===== src/sv/gqdp_pkg.sv =====
// Shared types and constants for the group quantised dot product block.
package gqdp_pkg;

  localparam int MAX_GROUP_DEF = 256;
  localparam int GL_W          = 9;
  localparam int CFG_IDX_W     = 1;
  localparam int CFG_DATA_W    = 9;
  localparam int RES_W         = 48;
  localparam int ACC_W         = 64;
  localparam int WSUM_W        = 32;
  localparam int ASUM_W        = 24;

  localparam logic [CFG_IDX_W-1:0] REG_GROUP_LENGTH = 1'b0;
  localparam logic [CFG_IDX_W-1:0] REG_BIAS_ENABLE  = 1'b1;

  localparam logic [GL_W-1:0] GROUP_LENGTH_RST = 9'd32;

  typedef struct packed {
    logic signed [15:0] act_value;
    logic        [7:0]  weight_index;
    logic signed [15:0] group_scale;
    logic signed [15:0] group_offset;
    logic signed [15:0] bias_value;
    logic               row_last;
  } gqdp_in_t;

  typedef struct packed {
    logic signed [RES_W-1:0] dot_result;
    logic                    saturated;
  } gqdp_out_t;

  typedef struct packed {
    logic capture;
    logic mac;
    logic mul;
    logic acc;
    logic fin;
  } gqdp_cmd_t;

  typedef struct packed {
    logic group_end;
    logic row_last;
  } gqdp_sts_t;

endpackage


===== src/sv/group_quantized_dot_product.sv =====
// Group quantised dot product: one output element per row of activation and weight-code words.
// Each input word is accepted in the idle state and then passes through MAC; a word that closes a
// group goes on through the scale and offset multiplies and the saturating accumulate, and a
// row-last word through the final state, which adds the bias if enabled and loads the result
// register. The result register parts the two sides, so the next word is accepted while a result
// waits; a row end stalls only while an earlier result is still untaken. Results are Q21.26,
// saturated to 48 bits; a partial group at row end is dropped.
module group_quantized_dot_product #(
  parameter int MAX_GROUP = gqdp_pkg::MAX_GROUP_DEF
) (
  input  logic                            clk,
  input  logic                            rst_n,
  input  logic                            cfg_we,
  input  logic [gqdp_pkg::CFG_IDX_W-1:0]  cfg_index,
  input  logic [gqdp_pkg::CFG_DATA_W-1:0] cfg_data,
  input  logic                            in_valid,
  output logic                            in_ready,
  input  gqdp_pkg::gqdp_in_t              in_data,
  output logic                            out_valid,
  input  logic                            out_ready,
  output gqdp_pkg::gqdp_out_t             out_data
);
  import gqdp_pkg::*;

  gqdp_cmd_t cmd;
  gqdp_sts_t sts;

  gqdp_ctrl u_ctrl (
    .clk       (clk),
    .rst_n     (rst_n),
    .in_valid  (in_valid),
    .in_ready  (in_ready),
    .out_valid (out_valid),
    .out_ready (out_ready),
    .sts       (sts),
    .cmd       (cmd)
  );

  gqdp_dp #(
    .MAX_GROUP (MAX_GROUP)
  ) u_dp (
    .clk       (clk),
    .rst_n     (rst_n),
    .cfg_we    (cfg_we),
    .cfg_index (cfg_index),
    .cfg_data  (cfg_data),
    .in_data   (in_data),
    .cmd       (cmd),
    .sts       (sts),
    .out_data  (out_data)
  );

endmodule


===== src/sv/gqdp_ctrl.sv =====
// Sequencer for the group quantised dot product: steps each word through MAC, group end and row end.
module gqdp_ctrl (
  input  logic                clk,
  input  logic                rst_n,
  input  logic                in_valid,
  output logic                in_ready,
  output logic                out_valid,
  input  logic                out_ready,
  input  gqdp_pkg::gqdp_sts_t sts,
  output gqdp_pkg::gqdp_cmd_t cmd
);
  import gqdp_pkg::*;

  typedef enum logic [2:0] {
    S_IDLE,
    S_MAC,
    S_MUL,
    S_ACC,
    S_FIN
  } state_t;

  state_t state_r, state_nxt;
  logic   out_valid_r, out_valid_nxt;
  logic   out_free;

  assign out_free  = !out_valid_r || out_ready;
  assign in_ready  = (state_r == S_IDLE);
  assign out_valid = out_valid_r;

  always_comb begin
    cmd         = '0;
    cmd.capture = (state_r == S_IDLE) && in_valid;
    cmd.mac     = (state_r == S_MAC);
    cmd.mul     = (state_r == S_MUL);
    cmd.acc     = (state_r == S_ACC);
    cmd.fin     = (state_r == S_FIN) && out_free;
  end

  always_comb begin
    state_nxt     = state_r;
    out_valid_nxt = out_valid_r && !out_ready;
    unique case (state_r)
      S_IDLE: begin
        if (in_valid) state_nxt = S_MAC;
      end
      S_MAC: begin
        if (sts.group_end)     state_nxt = S_MUL;
        else if (sts.row_last) state_nxt = S_FIN;
        else                   state_nxt = S_IDLE;
      end
      S_MUL: begin
        state_nxt = S_ACC;
      end
      S_ACC: begin
        state_nxt = sts.row_last ? S_FIN : S_IDLE;
      end
      S_FIN: begin
        if (out_free) begin
          out_valid_nxt = 1'b1;
          state_nxt     = S_IDLE;
        end
      end
      default: state_nxt = S_IDLE;
    endcase
  end

  always_ff @(posedge clk) begin
    if (!rst_n) begin
      state_r     <= S_IDLE;
      out_valid_r <= 1'b0;
    end else begin
      state_r     <= state_nxt;
      out_valid_r <= out_valid_nxt;
    end
  end

endmodule


===== src/sv/gqdp_dp.sv =====
// Datapath for the group quantised dot product: group sums, group-end products, row accumulator.
module gqdp_dp #(
  parameter int MAX_GROUP = gqdp_pkg::MAX_GROUP_DEF
) (
  input  logic                            clk,
  input  logic                            rst_n,
  input  logic                            cfg_we,
  input  logic [gqdp_pkg::CFG_IDX_W-1:0]  cfg_index,
  input  logic [gqdp_pkg::CFG_DATA_W-1:0] cfg_data,
  input  gqdp_pkg::gqdp_in_t              in_data,
  input  gqdp_pkg::gqdp_cmd_t             cmd,
  output gqdp_pkg::gqdp_sts_t             sts,
  output gqdp_pkg::gqdp_out_t             out_data
);
  import gqdp_pkg::*;

  localparam int CNT_W = $clog2(MAX_GROUP + 1);
  localparam int CMP_W = (CNT_W > GL_W) ? CNT_W : GL_W;

  logic [GL_W-1:0]          group_length_r;
  logic                     bias_enable_r;
  gqdp_in_t                 in_r;
  logic signed [WSUM_W-1:0] ws_r, ws_nxt;
  logic signed [ASUM_W-1:0] as_r, as_nxt;
  logic [CNT_W-1:0]         cnt_r, cnt_nxt;
  logic signed [47:0]       p1_r;
  logic signed [39:0]       p2_r;
  logic [ACC_W-1:0]         acc_r;
  gqdp_out_t                out_r;

  logic signed [24:0]       prod;
  logic [CMP_W-1:0]         gl_ext, eff_len, cnt_inc;
  logic [48:0]              contrib;
  logic [ACC_W-1:0]         acc_sum, bias_ext, res;
  logic                     in_range;

  function automatic logic [ACC_W-1:0] sat_add(input logic [ACC_W-1:0] a,
                                               input logic [ACC_W-1:0] b);
    logic [ACC_W:0] s;
    s = {a[ACC_W-1], a} + {b[ACC_W-1], b};
    if (s[ACC_W] != s[ACC_W-1]) begin
      sat_add = s[ACC_W] ? {1'b1, {(ACC_W-1){1'b0}}} : {1'b0, {(ACC_W-1){1'b1}}};
    end else begin
      sat_add = s[ACC_W-1:0];
    end
  endfunction

  always_comb begin
    gl_ext = CMP_W'(group_length_r);
    if (group_length_r == '0)                 eff_len = CMP_W'(1);
    else if (gl_ext > CMP_W'(MAX_GROUP))      eff_len = CMP_W'(MAX_GROUP);
    else                                      eff_len = gl_ext;
  end

  assign prod    = in_r.act_value * $signed({1'b0, in_r.weight_index});
  assign ws_nxt  = ws_r + {{(WSUM_W-25){prod[24]}}, prod};
  assign as_nxt  = as_r + {{(ASUM_W-16){in_r.act_value[15]}}, in_r.act_value};
  assign cnt_nxt = cnt_r + 1'b1;
  assign cnt_inc = CMP_W'(cnt_nxt);

  assign sts.group_end = (cnt_inc >= eff_len);
  assign sts.row_last  = in_r.row_last;

  assign contrib  = {p1_r[47], p1_r} + {{9{p2_r[39]}}, p2_r};
  assign bias_ext = {{(ACC_W-30){in_r.bias_value[15]}}, in_r.bias_value, 14'b0};
  assign acc_sum  = sat_add(acc_r, {{(ACC_W-49){contrib[48]}}, contrib});
  assign res      = bias_enable_r ? sat_add(acc_r, bias_ext) : acc_r;
  assign in_range = (&res[ACC_W-1:RES_W-1]) || !(|res[ACC_W-1:RES_W-1]);

  always_ff @(posedge clk) begin
    if (!rst_n) begin
      group_length_r <= GROUP_LENGTH_RST;
      bias_enable_r  <= 1'b0;
    end else if (cfg_we) begin
      unique case (cfg_index)
        REG_GROUP_LENGTH: group_length_r <= cfg_data;
        REG_BIAS_ENABLE:  bias_enable_r  <= cfg_data[0];
        default: ;
      endcase
    end
  end

  always_ff @(posedge clk) begin
    if (!rst_n) begin
      ws_r  <= '0;
      as_r  <= '0;
      cnt_r <= '0;
      acc_r <= '0;
    end else begin
      if (cmd.mac && !sts.group_end) begin
        ws_r  <= ws_nxt;
        as_r  <= as_nxt;
        cnt_r <= cnt_nxt;
      end else if (cmd.mac) begin
        ws_r <= ws_nxt;
        as_r <= as_nxt;
      end
      if (cmd.mul || cmd.fin) begin
        ws_r  <= '0;
        as_r  <= '0;
        cnt_r <= '0;
      end
      if (cmd.acc) acc_r <= acc_sum;
      if (cmd.fin) acc_r <= '0;
    end
  end

  always_ff @(posedge clk) begin
    if (cmd.capture) in_r <= in_data;
    if (cmd.mul) begin
      p1_r <= in_r.group_scale * ws_r;
      p2_r <= in_r.group_offset * as_r;
    end
    if (cmd.fin) begin
      out_r.saturated <= !in_range;
      if (in_range)          out_r.dot_result <= res[RES_W-1:0];
      else if (res[ACC_W-1]) out_r.dot_result <= {1'b1, {(RES_W-1){1'b0}}};
      else                   out_r.dot_result <= {1'b0, {(RES_W-1){1'b1}}};
    end
  end

  assign out_data = out_r;

endmodule

===== config.mk =====
export PLATFORM = sky130hd
export DESIGN_NAME = group_quantized_dot_product
export DESIGN_NICKNAME = d
export VERILOG_FILES = /design/src/sv/gqdp_pkg.sv /design/src/sv/group_quantized_dot_product.sv /design/src/sv/gqdp_ctrl.sv /design/src/sv/gqdp_dp.sv
export SDC_FILE = /design/constraint.sdc
export NUM_CORES = 2
export LEC_CHECK = 0
export BUFFER_PORTS_ARGS = -buffer_cell sky130_fd_sc_hd__buf_2
export CAP_MARGIN = 40
export CORE_AREA = 2 2 368 370
export CTS_CLUSTER_DIAMETER = 50
export DETAILED_ROUTE_END_ITERATION = 16
export DIE_AREA = 0 0 370 372
export GPL_ROUTABILITY_DRIVEN = 0
export GPL_TIMING_DRIVEN = 0
export HOLD_SLACK_MARGIN = 0.12
export SYNTH_ARGS = -nofsm -noshare
export SYNTH_HDL_FRONTEND = slang
export SYNTH_SLANG_ARGS = --single-unit

===== constraint.sdc =====
create_clock -name clk -period 7.6 [get_ports clk]
set_input_delay 0.76 -clock clk [delete_from_list [all_inputs] [get_ports clk]]
set_output_delay 0.76 -clock clk [all_outputs]
set_load 0.005 [all_outputs]

==> impl_metrics.env <==
export IMPL_status="finished clean"
export IMPL_final_common_cell="inv_1"
export IMPL_hold_viol_final=0
export IMPL_grt_pass1_wl_um=275000
export IMPL_layout_common_cells="inv_1, fa_1, nand2_1"
export IMPL_hpwl_um=144000
export IMPL_drc=0
export IMPL_setup_viol_count_final=0
export IMPL_async_reset_ff_share_pct=0
export IMPL_yosysUniqueCellTypes=98
export IMPL_ant_nets=0
export IMPL_routed_wl_um=175000
export IMPL_rows=135
export IMPL_synth_nets=8187
export IMPL_core_mm2=0.134
export IMPL_die_x_um=370
export IMPL_clock_sinks=353
export IMPL_synth_area_mm2=0.0596
export IMPL_cts_buffers=56
export IMPL_grt_max_degree=43
export IMPL_route_detailed_wl_per_inst_um=20.1
export IMPL_clock_latency_ns=0.67
export IMPL_max_freq_ghz=0.134
export IMPL_drv_cap=0
export IMPL_drive_gt1_share_pct=8.55
export IMPL_die_area_mm2=0.138
export IMPL_synth_top_cell_area_share_pct=34.6
export IMPL_cts_buffer_depth=3
export IMPL_dp_cells=8567
export IMPL_grt_util_all_layers_pct=25.8
export IMPL_initial_core_util_pct=44.4
export IMPL_finClkSkew_ns=0.0444
export IMPL_synth_avg_cell_area_um2=9.00
export IMPL_htreeDepth=2
export IMPL_ys_ff_latch=353
export IMPL_cp_start_kind="flop"
export IMPL_crit_top_cell="fa_1"
export IMPL_num_vias=46961
export IMPL_drtPass1Iterations=6
export IMPL_viasPerCell=5.38
export IMPL_port_buffers=138
export IMPL_cp_slowest_stage_delay_ns=0.58
export IMPL_ys_seq_area_share_pct=15.4
export IMPL_hold_path_class="in2reg"
export IMPL_regArea_mm2=0.00922
export IMPL_crit_slowest_cell="edfxtp_1"
export IMPL_synth_edf_count=210
export IMPL_ctsHoldBuffers=0
export IMPL_antenna_found_initial=8
export IMPL_post_route_min_period_ns=7.47
export IMPL_die_h_um=372
export IMPL_ys_dominant_reg_cell="edfxtp_1"
export IMPL_maxSlewViolCount=0
export IMPL_worst_path_buf_inv=5
export IMPL_path_class="reg2reg"
export IMPL_crit_reg2reg_launch="u_dp.in_r[43]"
export IMPL_finalNetCount=8464
export IMPL_syn_to_final_growth_pct=10.6
export IMPL_multi_input_area_mm2=0.0451
export IMPL_yosysTopAreaCell="fa_1"
export IMPL_clkSlewWorstSetupHoldPaths_ns=0.06
export IMPL_crit_arrival_ns=7.88
export IMPL_tritoncts="done"
export IMPL_grt_pass1_vias=48305
export IMPL_period_share_pct=98.2
export IMPL_cp_data_required_time_ns=8.01
export IMPL_worst_setup_path_end_kind="flop"
export IMPL_ys_warn_count=0
export IMPL_min_from="in_data[27]"
export IMPL_slew_headroom_pct=40.7
export IMPL_critPathTopFamily="adder cells"
export IMPL_drt_initial_drc_count=3286
export IMPL_fill_cells=12813
export IMPL_overflow=0
export IMPL_synthTopCellsByArea="fa_1, edfxtp_1, ha_1"
export IMPL_io_pin_count=139
export IMPL_syn_inst=6627
export IMPL_root_buffer="clkbuf_16"
export IMPL_worst_pin_slew_ns=0.889
export IMPL_crit_path_max_fanout=10
export IMPL_final_cells=8735
export IMPL_startpoint="u_dp.in_r[43]"
cells in the mapped netlist, drive strengths merged, types with 18 or more instances:
cell type	n
nor3	60
nor2	243
o211ai	30
nor2b	26
inv	1229
xor2	79
or3	25
nand2b	58
o21ai	261
a211oi	34
fa	1030
a21boi	26
edfxtp	210
nand4	30
and2	384
o21a	42
buf	26
xnor2	181
ha	442
a22oi	20
clkbuf	248
nand2	864
o21bai	46
nand3	76
a31oi	28
o22ai	18
dfxtp	143
and3	31
a211o	19
a21o	133
a21oi	395
state kept, by name, indices dropped and copies added, names as in the netlist:
register,flops
u_ctrl.out_valid,1
u_ctrl.state_r,3
u_dp.acc_r,64
u_dp.as_r,24
u_dp.bias_enable_r,1
u_dp.bias_ext,16
u_dp.cnt_r,9
u_dp.gl_ext,9
u_dp.in_r,56
u_dp.out_data,49
u_dp.p1_r,48
u_dp.p2_r,40
u_dp.sts,1
u_dp.ws_r,32
through the flow:
stage	util, %	cell area [um2]	worst slack, ns	hold slack, ns	setup TNS [ns]
floorplan	-	59600	0.413	0.443	0
global placement	46.6	62600	-1.12	0.456	-16.63
detailed placement	46.8	62900	-1.21	0.461	-15.82
CTS	48.7	65400	0.00866	0.222	0
global route	49.1	65900	-0.0578	0.238	-0.131
finish	49.1	65900	0.134	0.267	0
worst paths after layout:
| path | to | slack [ns] | cells past startpoint |
|---|---|---|---|
| setup reg to reg | u_dp.p1_r[46] | 0.13 | 25 |
| setup / recovery | u_dp.p1_r[46] | 0.13 | 25 |
| hold / removal | u_dp.in_r[27] | 0.27 | 1 |
| hold reg to reg | u_dp.gl_ext[0] | 0.47 | 2 |
cell type report:
type	count	share of cell area, %
multi-input cells	4768	68.4
flip-flops and latches	353	14.0
inverters	1232	7.01
well taps	1781	3.38
repair buffers	230	2.37
clock buffers	71	2.32
plain buffers	263	2.01
clock inverters	34	0.550
diodes	3	0.0114
cell families (layout without fill, tap and decap cells):
family | Yosys count | in the layout | share of synthesized area, %
AO/OA/AOI/OAI | 1165 | 1165 | 12.4
XOR/XNOR | 260 | 260 | 3.82
adder cells (fa/ha/maj) | 1477 | 1477 | 43.9
buffers and inverters | 1506 | 1830 | 9.58
flip-flops | 353 | 353 | 15.4
multiplexers | 6 | 6 | 0.101
other | 0 | 3 | 0
AND/OR/NAND/NOR | 1860 | 1860 | 14.8
per-layer routing:
layer / part of all wire, % / vias to the layer above / global-route usage (%)
met5: 0.028 / - / 0
met4: 3.0 / 8 / 7.52
met3: 8.1 / 280 / 4.94
met2: 46 / 1620 / 41.9
met1: 43 / 23412 / 34.9
li1: - / 21641 / -
timing repair:
item                       4_1_cts  5_1_grt
gates resized for setup        164      175
buffers inserted                36       35
setup endpoints to repair       30       54
pin swaps                        2       20
Power is not shown: default switching activity piles up to over one toggle a cycle in this logic, so the estimate is an artifact.
